==> config.mk <==
export PLATFORM = sky130hd
export DESIGN_NAME = pcm_frame_level_dbfs
export DESIGN_NICKNAME = d
export VERILOG_FILES = /design/src/design/pfl_pkg.sv /design/src/design/pcm_frame_level_dbfs.sv
export VERILOG_INCLUDE_DIRS = /design/src /design/src/design
export SDC_FILE = /design/constraint.sdc
export NUM_CORES = 1
export LEC_CHECK = 0
export ABC_AREA = 1
export BUFFER_PORTS_ARGS = -buffer_cell sky130_fd_sc_hd__buf_2
export CAP_MARGIN = 0
export CELL_PAD_IN_SITES_DETAIL_PLACEMENT = 1
export CELL_PAD_IN_SITES_GLOBAL_PLACEMENT = 2
export CORE_ASPECT_RATIO = 0.8
export CORE_MARGIN = 1.5
export CORE_UTILIZATION = 33
export CTS_CLUSTER_DIAMETER = 50
export DETAILED_ROUTE_END_ITERATION = 6
export PLACE_DENSITY_LB_ADDON = 0.1
export SLEW_MARGIN = 25
export SYNTH_ARGS = -nofsm -noshare
export SYNTH_HDL_FRONTEND = slang
export SYNTH_SLANG_ARGS = --single-unit
==> constraint.sdc <==
create_clock -name clk_i -period 3.9 [get_ports clk_i]
set_input_delay 1.17 -clock clk_i [delete_from_list [all_inputs] [get_ports clk_i]]
set_output_delay 1.17 -clock clk_i [all_outputs]
set_load 0.02 [all_outputs]
==> src/design/pcm_frame_level_dbfs_macros.svh <==
// Assertion macros for the frame level meter.
// Included by the RTL module that carries concurrent assertions; no dependencies.
`ifndef PCM_FRAME_LEVEL_DBFS_MACROS_SVH
`define PCM_FRAME_LEVEL_DBFS_MACROS_SVH

`ifndef NO_ASSERTIONS
// Assertion that is checked only while the block is out of reset.
`define PFL_ASSERT(lbl, clk, rstn, prop, msg) \
  lbl: assert property (@(posedge clk) disable iff (!rstn) prop) else $error(msg);
// Assertion that is checked at every clock edge, reset included.
`define PFL_ASSERT_ALWAYS(lbl, clk, prop, msg) \
  lbl: assert property (@(posedge clk) prop) else $error(msg);
`else
`define PFL_ASSERT(lbl, clk, rstn, prop, msg)
`define PFL_ASSERT_ALWAYS(lbl, clk, prop, msg)
`endif

`endif

==> src/design/pfl_pkg.sv <==
// Package for the frame level meter: transaction types, limits and dB threshold table.
// No dependencies.
`timescale 1ns / 1ps

package pfl_pkg;

  // Frame length at which accumulation saturates.
  localparam int unsigned MaxFrameSamples = 65536;
  // Number of whole-dB steps covered by the threshold table.
  localparam int unsigned DbSteps = 90;

  // Input transaction: one PCM sample and its end-of-frame flag.
  typedef struct packed {
    logic signed [15:0] sample;
    logic               last_sample;
  } in_item_t;

  // Output transaction: frame level and mean amplitude.
  typedef struct packed {
    logic signed [7:0] level_db;
    logic [15:0]       mean_amplitude;
  } out_item_t;

  // floor(32768 * 10^(-k/20)) for k = 1..90; zero outside that range.
  function automatic logic [15:0] db_threshold(input logic [6:0] k);
    logic [15:0] thr;
    unique case (k)
      7'd1:  thr = 16'd29204;  7'd2:  thr = 16'd26028;  7'd3:  thr = 16'd23197;
      7'd4:  thr = 16'd20675;  7'd5:  thr = 16'd18426;  7'd6:  thr = 16'd16422;
      7'd7:  thr = 16'd14636;  7'd8:  thr = 16'd13045;  7'd9:  thr = 16'd11626;
      7'd10: thr = 16'd10362;  7'd11: thr = 16'd9235;   7'd12: thr = 16'd8230;
      7'd13: thr = 16'd7335;   7'd14: thr = 16'd6538;   7'd15: thr = 16'd5827;
      7'd16: thr = 16'd5193;   7'd17: thr = 16'd4628;   7'd18: thr = 16'd4125;
      7'd19: thr = 16'd3676;   7'd20: thr = 16'd3276;   7'd21: thr = 16'd2920;
      7'd22: thr = 16'd2602;   7'd23: thr = 16'd2319;   7'd24: thr = 16'd2067;
      7'd25: thr = 16'd1842;   7'd26: thr = 16'd1642;   7'd27: thr = 16'd1463;
      7'd28: thr = 16'd1304;   7'd29: thr = 16'd1162;   7'd30: thr = 16'd1036;
      7'd31: thr = 16'd923;    7'd32: thr = 16'd823;    7'd33: thr = 16'd733;
      7'd34: thr = 16'd653;    7'd35: thr = 16'd582;    7'd36: thr = 16'd519;
      7'd37: thr = 16'd462;    7'd38: thr = 16'd412;    7'd39: thr = 16'd367;
      7'd40: thr = 16'd327;    7'd41: thr = 16'd292;    7'd42: thr = 16'd260;
      7'd43: thr = 16'd231;    7'd44: thr = 16'd206;    7'd45: thr = 16'd184;
      7'd46: thr = 16'd164;    7'd47: thr = 16'd146;    7'd48: thr = 16'd130;
      7'd49: thr = 16'd116;    7'd50: thr = 16'd103;    7'd51: thr = 16'd92;
      7'd52: thr = 16'd82;     7'd53: thr = 16'd73;     7'd54: thr = 16'd65;
      7'd55: thr = 16'd58;     7'd56: thr = 16'd51;     7'd57: thr = 16'd46;
      7'd58: thr = 16'd41;     7'd59: thr = 16'd36;     7'd60: thr = 16'd32;
      7'd61: thr = 16'd29;     7'd62: thr = 16'd26;     7'd63: thr = 16'd23;
      7'd64: thr = 16'd20;     7'd65: thr = 16'd18;     7'd66: thr = 16'd16;
      7'd67: thr = 16'd14;     7'd68: thr = 16'd13;     7'd69: thr = 16'd11;
      7'd70: thr = 16'd10;     7'd71: thr = 16'd9;      7'd72: thr = 16'd8;
      7'd73: thr = 16'd7;      7'd74: thr = 16'd6;      7'd75: thr = 16'd5;
      7'd76: thr = 16'd5;      7'd77: thr = 16'd4;      7'd78: thr = 16'd4;
      7'd79: thr = 16'd3;      7'd80: thr = 16'd3;      7'd81: thr = 16'd2;
      7'd82: thr = 16'd2;      7'd83: thr = 16'd2;      7'd84: thr = 16'd2;
      7'd85: thr = 16'd1;      7'd86: thr = 16'd1;      7'd87: thr = 16'd1;
      7'd88: thr = 16'd1;      7'd89: thr = 16'd1;      7'd90: thr = 16'd1;
      default: thr = 16'd0;
    endcase
    return thr;
  endfunction

endpackage

==> src/design/pcm_frame_level_dbfs.sv <==
// Frame level meter top level: accumulator, shared divide/compare unit and sequencer.
// Depends on pfl_pkg and pcm_frame_level_dbfs_macros.svh.
//
// Usage:
//   Samples arrive on the input channel (in_valid_i / in_stall_o, payload in_data_i),
//   one signed 16-bit sample per transaction. A sample without last_sample is absorbed
//   directly into the accumulator, so samples inside a frame stream at one per cycle. Once 65536
//   samples are held, further samples of the frame are ignored.
//   The sample flagged last_sample ends the frame. The block then stalls its input
//   and runs the mean and level through one shared 18-bit subtractor: restoring
//   division (one quotient bit per cycle), then a binary search over the 90-entry
//   dB threshold table. The result is loaded into the output register once the
//   output slot is free, and the input takes samples again in the same cycle.
//   The output channel (out_valid_o / out_stall_i, payload out_data_o) holds its
//   transaction while stalled. A new frame may accumulate meanwhile; if its result
//   is ready before the old one is taken, the block waits with its input stalled.
//   Reset clears the accumulator, the sample count, the sequencer and the output
//   valid flag; no clearing pass is needed.
`timescale 1ns / 1ps
`include "pcm_frame_level_dbfs_macros.svh"

module pcm_frame_level_dbfs (
  input  logic              clk_i,
  input  logic              rst_ni,
  input  logic              in_valid_i,
  output logic              in_stall_o,
  input  pfl_pkg::in_item_t  in_data_i,
  output logic              out_valid_o,
  input  logic              out_stall_i,
  output pfl_pkg::out_item_t out_data_o
);

  // Sequencer states.
  localparam logic [1:0] StIdle = 2'd0;
  localparam logic [1:0] StDiv  = 2'd1;
  localparam logic [1:0] StSrch = 2'd2;
  localparam logic [1:0] StOut  = 2'd3;

  logic [1:0]  state_q, state_d;
  logic [4:0]  step_q, step_d;
  logic [31:0] sum_q, sum_d;
  logic [16:0] cnt_q, cnt_d;
  logic [31:0] quo_q, quo_d;
  logic [16:0] rem_q, rem_d;
  logic [16:0] div_q, div_d;
  logic [6:0]  idx_q, idx_d;
  logic        out_valid_q, out_valid_d;
  pfl_pkg::out_item_t out_q, out_d;

  logic        in_accept;
  logic [16:0] mag;
  logic        cnt_room;
  logic [31:0] sum_next;
  logic [16:0] cnt_next;
  logic [17:0] partial;
  logic [17:0] op_a, op_b;
  logic [18:0] diff;
  logic        ge;
  logic [6:0]  trial;
  logic [15:0] thr;
  logic        slot_free;

  assign in_stall_o  = (state_q != StIdle);
  assign in_accept   = in_valid_i && !in_stall_o;
  assign out_valid_o = out_valid_q;
  assign out_data_o  = out_q;
  assign slot_free   = !out_valid_q || !out_stall_i;

  // Magnitude of the sample; the most negative code maps to 32768.
  assign mag = in_data_i.sample[15] ? (17'h10000 - {1'b0, in_data_i.sample})
                                    : {1'b0, in_data_i.sample};

  // Accumulate unless the frame has reached its sample limit.
  assign cnt_room = (cnt_q < 17'(pfl_pkg::MaxFrameSamples));
  assign sum_next = cnt_room ? (sum_q + {15'd0, mag}) : sum_q;
  assign cnt_next = cnt_room ? (cnt_q + 17'd1) : cnt_q;

  // Binary search candidate and its table threshold.
  assign trial = idx_q | (7'd1 << step_q[2:0]);
  assign thr   = pfl_pkg::db_threshold(trial);

  // Shared subtractor: division step or threshold compare.
  assign partial = {rem_q, quo_q[31]};
  always_comb begin
    if (state_q == StSrch) begin
      op_a = {2'd0, thr};
      op_b = {2'd0, quo_q[15:0]};
    end else begin
      op_a = partial;
      op_b = {1'b0, div_q};
    end
  end
  assign diff = {1'b0, op_a} - {1'b0, op_b};
  assign ge   = !diff[18];

  // Sequencer and datapath next state.
  always_comb begin
    state_d     = state_q;
    step_d      = step_q;
    sum_d       = sum_q;
    cnt_d       = cnt_q;
    quo_d       = quo_q;
    rem_d       = rem_q;
    div_d       = div_q;
    idx_d       = idx_q;
    out_d       = out_q;
    out_valid_d = out_valid_q && out_stall_i;

    unique case (state_q)
      StIdle: begin
        if (in_accept) begin
          if (in_data_i.last_sample) begin
            quo_d   = sum_next;
            div_d   = cnt_next;
            rem_d   = 17'd0;
            step_d  = 5'd31;
            sum_d   = 32'd0;
            cnt_d   = 17'd0;
            state_d = StDiv;
          end else begin
            sum_d = sum_next;
            cnt_d = cnt_next;
          end
        end
      end
      StDiv: begin
        rem_d = ge ? diff[16:0] : partial[16:0];
        quo_d = {quo_q[30:0], ge};
        if (step_q == 5'd0) begin
          step_d  = 5'd6;
          idx_d   = 7'd0;
          state_d = StSrch;
        end else begin
          step_d = step_q - 5'd1;
        end
      end
      StSrch: begin
        // A zero mean reports 0 dB, so no step is taken for it.
        if (ge && (quo_q[15:0] != 16'd0)) begin
          idx_d = trial;
        end
        if (step_q == 5'd0) begin
          state_d = StOut;
        end else begin
          step_d = step_q - 5'd1;
        end
      end
      StOut: begin
        if (slot_free) begin
          out_d.level_db       = -$signed({1'b0, idx_q});
          out_d.mean_amplitude = quo_q[15:0];
          out_valid_d          = 1'b1;
          state_d              = StIdle;
        end
      end
      default: state_d = StIdle;
    endcase
  end

  // Control registers.
  always_ff @(posedge clk_i or negedge rst_ni) begin
    if (!rst_ni) begin
      state_q     <= StIdle;
      step_q      <= 5'd0;
      sum_q       <= 32'd0;
      cnt_q       <= 17'd0;
      out_valid_q <= 1'b0;
    end else begin
      state_q     <= state_d;
      step_q      <= step_d;
      sum_q       <= sum_d;
      cnt_q       <= cnt_d;
      out_valid_q <= out_valid_d;
    end
  end

  // Payload registers.
  always_ff @(posedge clk_i) begin
    quo_q <= quo_d;
    rem_q <= rem_d;
    div_q <= div_d;
    idx_q <= idx_d;
    out_q <= out_d;
  end

  // Assertions.
  `PFL_ASSERT(a_last_stalls, clk_i, rst_ni, in_accept && in_data_i.last_sample |=> in_stall_o, "last sample did not start the frame computation")
  `PFL_ASSERT(a_out_from_seq, clk_i, rst_ni, $rose(out_valid_q) |-> $past(state_q) == StOut, "result appeared outside the output step")
  `PFL_ASSERT(a_mean_range, clk_i, rst_ni, out_valid_q |-> out_q.mean_amplitude <= 16'd32768, "mean amplitude above full scale")
  `PFL_ASSERT(a_silent_level, clk_i, rst_ni, out_valid_q && out_q.mean_amplitude == 16'd0 |-> out_q.level_db == 8'sd0, "silent frame gave a nonzero level")
  `PFL_ASSERT_ALWAYS(a_cnt_limit, clk_i, !rst_ni || cnt_q <= 17'(pfl_pkg::MaxFrameSamples), "sample count beyond frame limit")

endmodule
==> results.ini, run 1 <==
[route]
firstDrtPassIters = 7
vias = 11100
drt_iter0_markers = 769
drt_wl_total_um = 43400
post_drt_wl_per_cell_um = 19.9
drc = 0
vias_per_cell = 5.10
ant_nets = 0

[grt]
grt_overflow = 0
met2_usage_pct = 35.9
grt_max_degree = 50
grt_util_met1_pct = 38.4
grt_pass1_wl_um = 66400
grt.busiest_layer = met1
met3_usage_pct = 4.75
grtUsageTotal_pct = 25.0
antenna_found_initial = 0
first_global_vias = 11300

[synthesis]
syn_area_per_cell_um2 = 7.19
synth_cell_types = 47
synthCells = 1543
synth_seq_area_share_pct = 39.1
syn-cell-area_um2 = 11100
synthArstFlopShare_pct = 37.0
synth.net_count = 1623
synth_edf_count = 97
synth-warning-count = 0
ys_ff_latch = 154
ys.flop_type = edfxtp_1

[floorplan]
die_area_um2 = 34700
num_rows = 59
initial_core_util_pct = 33.8
die_h_um = 167
core_area_um2 = 32800
io_pins = 47
die_w_um = 208

[timing]
finalHoldViolCount = 0
slew_headroom_pct = 39.2
setup_viol_count_final = 0
maxSlewViolCount = 0
maxClockFrequency_mhz = 260
fin_skew_ns = 0.0181
fin_crit_ns = 3.84
tightest_slew_ns = 0.910
finalCritPeriodShare_pct = 98.5
layout_setup_ws_ns = 0.0592

[placed_design]
dp_cells = 2133
port-buffer-count = 46
place.gp.congestion = 0.904
pre_cts_ws_ns = -0.440
dp_hpwl_um = 33300

[critical_path]
cp-start-kind = register
required_ns = 4.18
cp_max_fo = 15
regToRegSetupSlack_ns = 0.06
criticalPathCategory = register to register
reg2regPathDepth = 23
worstPathArrival_ns = 4.12
r2r_start = step_q[1]
reg2reg_to = rem_q[6]
cp-end-kind = register

[cts]
clkSinkCount = 154
cts_max_path_buffers = 2
clkLatencyLatePin_ns = 0.45
htreeDepth = 4
cts_tree = done
cts_buffers = 17
cts_hold_buffers = 0
cts-root-buf = clkbuf_16
path_clk_slew_ns = 0.08

[final_layout]
fin_util_pct = 44.6
layout_commonest_cell = nand2_1
finalNonFillerCells = 2185
layout_common_cells = nand2_1 (498), inv_1 (163), buf_4 (158)
diodes = 0
fin_nets = 1825
fill_cells = 4125
final_layout_size_suffix_gt1_share_pct = 25.3
area_growth_pct = 31.7

[pwr]
peakVddDrop_v = 0.000443
power_density_nw_per_um2 = 1040
total_leakage_power_nw = 6.83

[worst_hold_path]
worstHoldStart = quo_q[12]
min_path_type = register to register
min_delay_path_depth = 0
min_to = out_data_o[12]

[run_status]
status = completed

[flow_run]
drv_cap = 0

==> cell type report <==
type | instances | area, um2 | area share, %
timing repair buffer | 223 | 1700 | 11.7
tap | 427 | 534 | 3.66
sequential | 154 | 4340 | 29.7
clock inverter | 15 | 166 | 1.14
clock buffer | 17 | 425 | 2.91
inverter | 187 | 727 | 4.98
multi-input combinational | 1162 | 6710 | 45.9
==> worst max-delay path by stage <==
stage | to | slack [ns] | start
floorplan | idx_q[0] | 0.01 | step_q[0]
global placement | quo_q[29] | -0.35 | in_data_i[1]
detailed placement | quo_q[29] | -0.44 | in_data_i[1]
CTS | idx_q[4] | -0.006 | step_q[0]
global route | rem_q[6] | -0.15 | step_q[1]
finish | rem_q[6] | 0.06 | step_q[1]
==> where the power goes <==
part / switching (mW) / total, mW / internal (mW)
combinational: 6.30 / 10.5 / 4.15
clock: 0.836 / 1.70 / 0.863
sequential: 0.447 / 3.04 / 2.59
total: 7.59 / 15.2 / 7.61
==> flip-flops by register name, indices dropped and copies added (netlist names) <==
| signal | cells |
|---|---|
| div_q | 17 |
| cnt_q | 17 |
| idx_q | 7 |
| out_valid_o | 1 |
| sum_q | 32 |
| rem_q | 17 |
| step_q | 5 |
| state_q | 2 |
| out_data_o | 24 |
| quo_q | 32 |
==> cell usage after synthesis, types with 2 or more instances <==
cell type | count | area share [%]
a21boi_0 | 2 | 0.14
a21o_1 | 4 | 0.27
a21oi_1 | 61 | 2.8
a21oi_2 | 2 | 0.16
a22o_1 | 4 | 0.32
a22oi_1 | 4 | 0.27
and2_1 | 2 | 0.11
buf_1 | 8 | 0.27
buf_2 | 8 | 0.36
buf_4 | 4 | 0.27
clkbuf_1 | 20 | 0.68
dfrtp_1 | 57 | 13
edfxtp_1 | 97 | 26
fa_1 | 2 | 0.36
ha_1 | 57 | 6.4
inv_1 | 179 | 6.1
inv_2 | 7 | 0.24
mux2i_1 | 13 | 1.2
nand2_1 | 553 | 19
nand2_2 | 3 | 0.17
nand3_1 | 118 | 5.3
nand3b_1 | 6 | 0.41
nand4_1 | 16 | 0.90
nor2_1 | 104 | 3.5
nor2_2 | 4 | 0.23
nor3_1 | 15 | 0.68
nor4_1 | 6 | 0.34
o211ai_1 | 6 | 0.41
o21ai_0 | 95 | 4.3
o21ai_1 | 13 | 0.59
o22ai_1 | 8 | 0.45
or2_2 | 6 | 0.34
xnor2_1 | 16 | 1.3
xor2_1 | 30 | 2.4
==> timing repair <==
action,4_1_cts,5_1_grt
pin swaps,0,59
resized for setup,24,214
gates cloned,0,3
buffers inserted,1,16
setup endpoints to repair,25,63
==> per-layer routing <==
layer,up-vias,routed length [um]
met5,-,0
met4,0,395
met3,30,2170
met2,218,18000
met1,5458,22800
li1,5439,-
==> critical path, cell delays in order (launching register included) <==
cell and delay, ns:
dfrtp_1 0.39, inv_2 0.09, ha_4 0.17, buf_4 0.14, a21oi_2 0.21, inv_1 0.15
buf_4 0.24, a31oi_1 0.22, o21ai_1 0.17, nand4_1 0.17, nand2_1 0.11, ha_4 0.27
nand2_1 0.07, nand2_1 0.08, nand2_1 0.09, nand2_2 0.06, a21oi_2 0.16, nand2_2 0.08
nand2_2 0.07, nand2_4 0.08, nor2_4 0.26, clkbuf_16 0.22, nand2_1 0.06, o21ai_0 0.08
==> per-stage QoR <==
stage	instance area (um2)	setup TNS (ns)	total power, mW	hold WS [ns]
6_report	14600	0	15.2	0.494
3_5_place_dp	12900	-15.36	11.8	0.479
2_1_floorplan	11100	0	7.77	0.450
5_1_grt	14600	-1.71	16.3	0.520
3_3_place_gp	12900	-12.19	11.7	0.472
4_1_cts	13600	-0.0165	13.7	0.493
==> logic make-up after synthesis <==
logic type / share of synthesized area, %
mux: 1.17
buf+inv: 8.01
fa+ha+maj: 6.79
compound gates: 10.2
xor+xnor: 3.63
other cells: 0.0338
flops: 39.1
simple gates: 31.0
(Power assumes the default switching activity.)
==> run 2: changes to the inputs <==
ABC_AREA = not set   (was 1)
CORE_UTILIZATION = 35   (was 33)
clock period = 4.7 ns   (was 3.9 ns; I/O delays follow)
==> run 2 against run 1 <==
Compared with the run above: clock power fell by 15%; power down 17%; sequential share of layout area rose by 2.0 points; clock-buffer cell count up 1; global-route usage is 0.83 points lower; sequential power decreased by 13%; largest cell class unchanged.
==> results.ini, run 2 <==
[route]
firstDrtPassIters = 4
post_drt_wl_per_cell_um = 21.3
drt_wl_total_um = 38000
vias_per_cell = 5.50
drc = 0
drt_iter0_markers = 497
vias = 9791
ant_nets = 0

[worst_hold_path]
min_path_type = register to register

[synthesis]
synthArstFlopShare_pct = 37.0
synth_most_common_cell = nand2_1
syn-cell-area_um2 = 10900
synthCells = 1185
synth_largest_area_cell = edfxtp_1
synth_edf_count = 97
syn_area_per_cell_um2 = 9.16
yosys.area.top_type_share_pct = 26.8
synth_common_cells = nand2_1 (120), o21ai_0 (106), nor2_1 (98)
synth_seq_area_share_pct = 40.0
ys_ff_latch = 154
synth.net_count = 1265
synth-warning-count = 0
synth_cell_types = 82
ys.flop_type = edfxtp_1
ys_top_cells_by_area = edfxtp_1 (27%), dfrtp_1 (13%), ha_1 (6.6%)

[timing]
rsz0062_at_grt = yes
maxSlewViolCount = 0
finalCritPeriodShare_pct = 97.9
layout_setup_ws_ns = 0.100
finalHoldViolCount = 0
fin_crit_ns = 4.60
slew_headroom_pct = 31.2
holdWs_ns = 0.531
tightest_slew_ns = 1.03
fin_skew_ns = 0.00930
setup_viol_count_final = 0
maxClockFrequency_mhz = 217

[pwr]
peakVddDrop_v = 0.000379
total_leakage_power_nw = 5.71
power_density_nw_per_um2 = 919

[final_layout]
fill_cells = 3512
diodes = 0
area_growth_pct = 26.2
layout_common_cells = buf_4 (156), nand2_1 (118), edfxtp_1 (97)
fin_nets = 1433
postLayoutCellArea_um2 = 13700
final_layout_size_suffix_gt1_share_pct = 24.5
layout_commonest_cell = buf_4

[critical_path]
crit_path_cell_trace = ha_4, a21oi_4, inv_2, ha_4, nand2b_4, a21oi_2, or3b_4, a221oi_4, a311oi_2, a21oi_4, a21oi_4, buf_6, ha_4, nor2b_4, o2111ai_4, nand4b_1, a21o_1, o41ai_2, buf_4, xor2_1, o21ai_1
cp-start-kind = register
cp_max_fo = 4
cp-end-kind = register
required_ns = 4.89
cp_slowest_cell = dfrtp_2
worstPathArrival_ns = 4.79
max_stage_delay_ns = 0.44
criticalPathCategory = register to register

[placed_design]
pre_cts_ws_ns = -0.373
post_dp_cell_area_um2 = 12600
dp_hpwl_um = 27800
port-buffer-count = 46
place.gp.congestion = 0.886

[cts]
cts_hold_buffers = 0
cts_buffers = 17
htreeDepth = 4
cts-root-buf = clkbuf_16
clkLatencyLatePin_ns = 0.45
path_clk_slew_ns = 0.07
cts_max_path_buffers = 2
clkSinkCount = 154
cts_tree = done

[run_status]
status = completed

[grt]
met3_usage_pct = 4.33
grt.busiest_layer = met1
grt_util_met1_pct = 37.2
first_global_vias = 9955
grt_max_degree = 71
grtUsageTotal_pct = 24.1
antenna_found_initial = 0
met2_usage_pct = 35.0
grt_overflow = 0
grt_pass1_wl_um = 58900

[floorplan]
core_area_um2 = 30500
initial_core_util_pct = 35.6
io_pins = 47
die_w_um = 200
num_rows = 57
die_h_um = 161
die_area_um2 = 32100

[flow_run]
drv_cap = 0

run 2: changes by cell type in the layout (fill, tap and decap cells not counted), sizes merged, moves of 12 or more:
| cell | delta |
|---|---|
| a211oi | +16 |
| a21o | +17 |
| a21oi | +20 |
| a22o | +18 |
| inv | -145 |
| mux2i | +30 |
| nand2 | -437 |
| nand3 | -81 |
| nor2b | +12 |
| or3 | +12 |
| xnor2 | +34 |
run 2: path summary, 6_finish.rpt:
path                       startpoint            end  slack [ns]  cells past startpoint
min in group asynchronous      rst_ni       sum_q[9]        1.10                      1
max                         step_q[0]      rem_q[15]        0.10                     21
min reg2reg                  quo_q[3]  out_data_o[3]        0.53                      0
max reg2reg                 step_q[0]      rem_q[15]        0.10                     21
max in group asynchronous      rst_ni      step_q[0]        2.79                      2
min                          quo_q[3]  out_data_o[3]        0.53                      0
run 2: logic make-up after synthesis:
kind of cell             after synthesis  share of synthesized area, %
AO/OA/AOI/OAI                        378                          23.2
XOR/XNOR                              73                          5.89
adder cells (fa/ha/maj)               59                          6.94
buffers and inverters                114                          4.27
flip-flops                           154                          40.0
multiplexers                          47                          4.38
other                                  1                        0.0345
AND/OR/NAND/NOR                      359                          15.3
run 2: final cells by class:
type	instances	area, um2	share of cell area [%]
clock inverters	14	170	1.24
flip-flops and latches	154	4340	31.7
repair buffers	214	1560	11.4
inverters	49	184	1.34
well taps	413	517	3.77
clock buffers	18	429	3.13
multi-input cells	917	6500	47.5
run 2: what timing repair did:
| action | in CTS | in global routing |
|---|---|---|
| resized for setup | 17 | 76 |
| setup buffers | 4 | 8 |
| setup endpoints to repair | 25 | 33 |
| pin swaps | 9 | 32 |
| gates cloned | 0 | 1 |
run 2: per-stage QoR:
| stage | power [mW] | util (%) | setup TNS, ns | instances |
|---|---|---|---|---|
| finish | 12.6 | 45.0 | 0 | 1779 |
| floorplan | 7.13 | - | 0 | 1185 |
| CTS | 11.9 | 43.6 | 0 | 1771 |
| global route | 13.5 | 45.0 | -1.44 | 1779 |
| detailed placement | 10.2 | 41.3 | -7.76 | 1735 |
| global placement | 10.1 | 41.3 | -3.24 | 1735 |
run 2: layer usage:
| metal | wire, um | vias to the layer above |
|---|---|---|
| li1 | - | 4721 |
| met1 | 19900 | 4891 |
| met2 | 16200 | 157 |
| met3 | 1490 | 22 |
| met4 | 328 | 0 |
| met5 | 0 | - |
run 2: critical path: cells and delay by family, from the launching register on:
kind | cells | cell delay (ns)
simple gates | 4 | 0.91
buf+inv | 3 | 0.36
flops | 1 | 0.44
compound gates | 10 | 1.79
xor+xnor | 1 | 0.16
fa+ha+maj | 3 | 0.68
run 2: report_power, final:
| part | total (mW) | switching [mW] | internal (mW) |
|---|---|---|---|
| logic | 8.50 | 4.84 | 3.66 |
| clock network | 1.45 | 0.617 | 0.837 |
| registers | 2.63 | 0.417 | 2.21 |
| total | 12.6 | 5.87 | 6.71 |
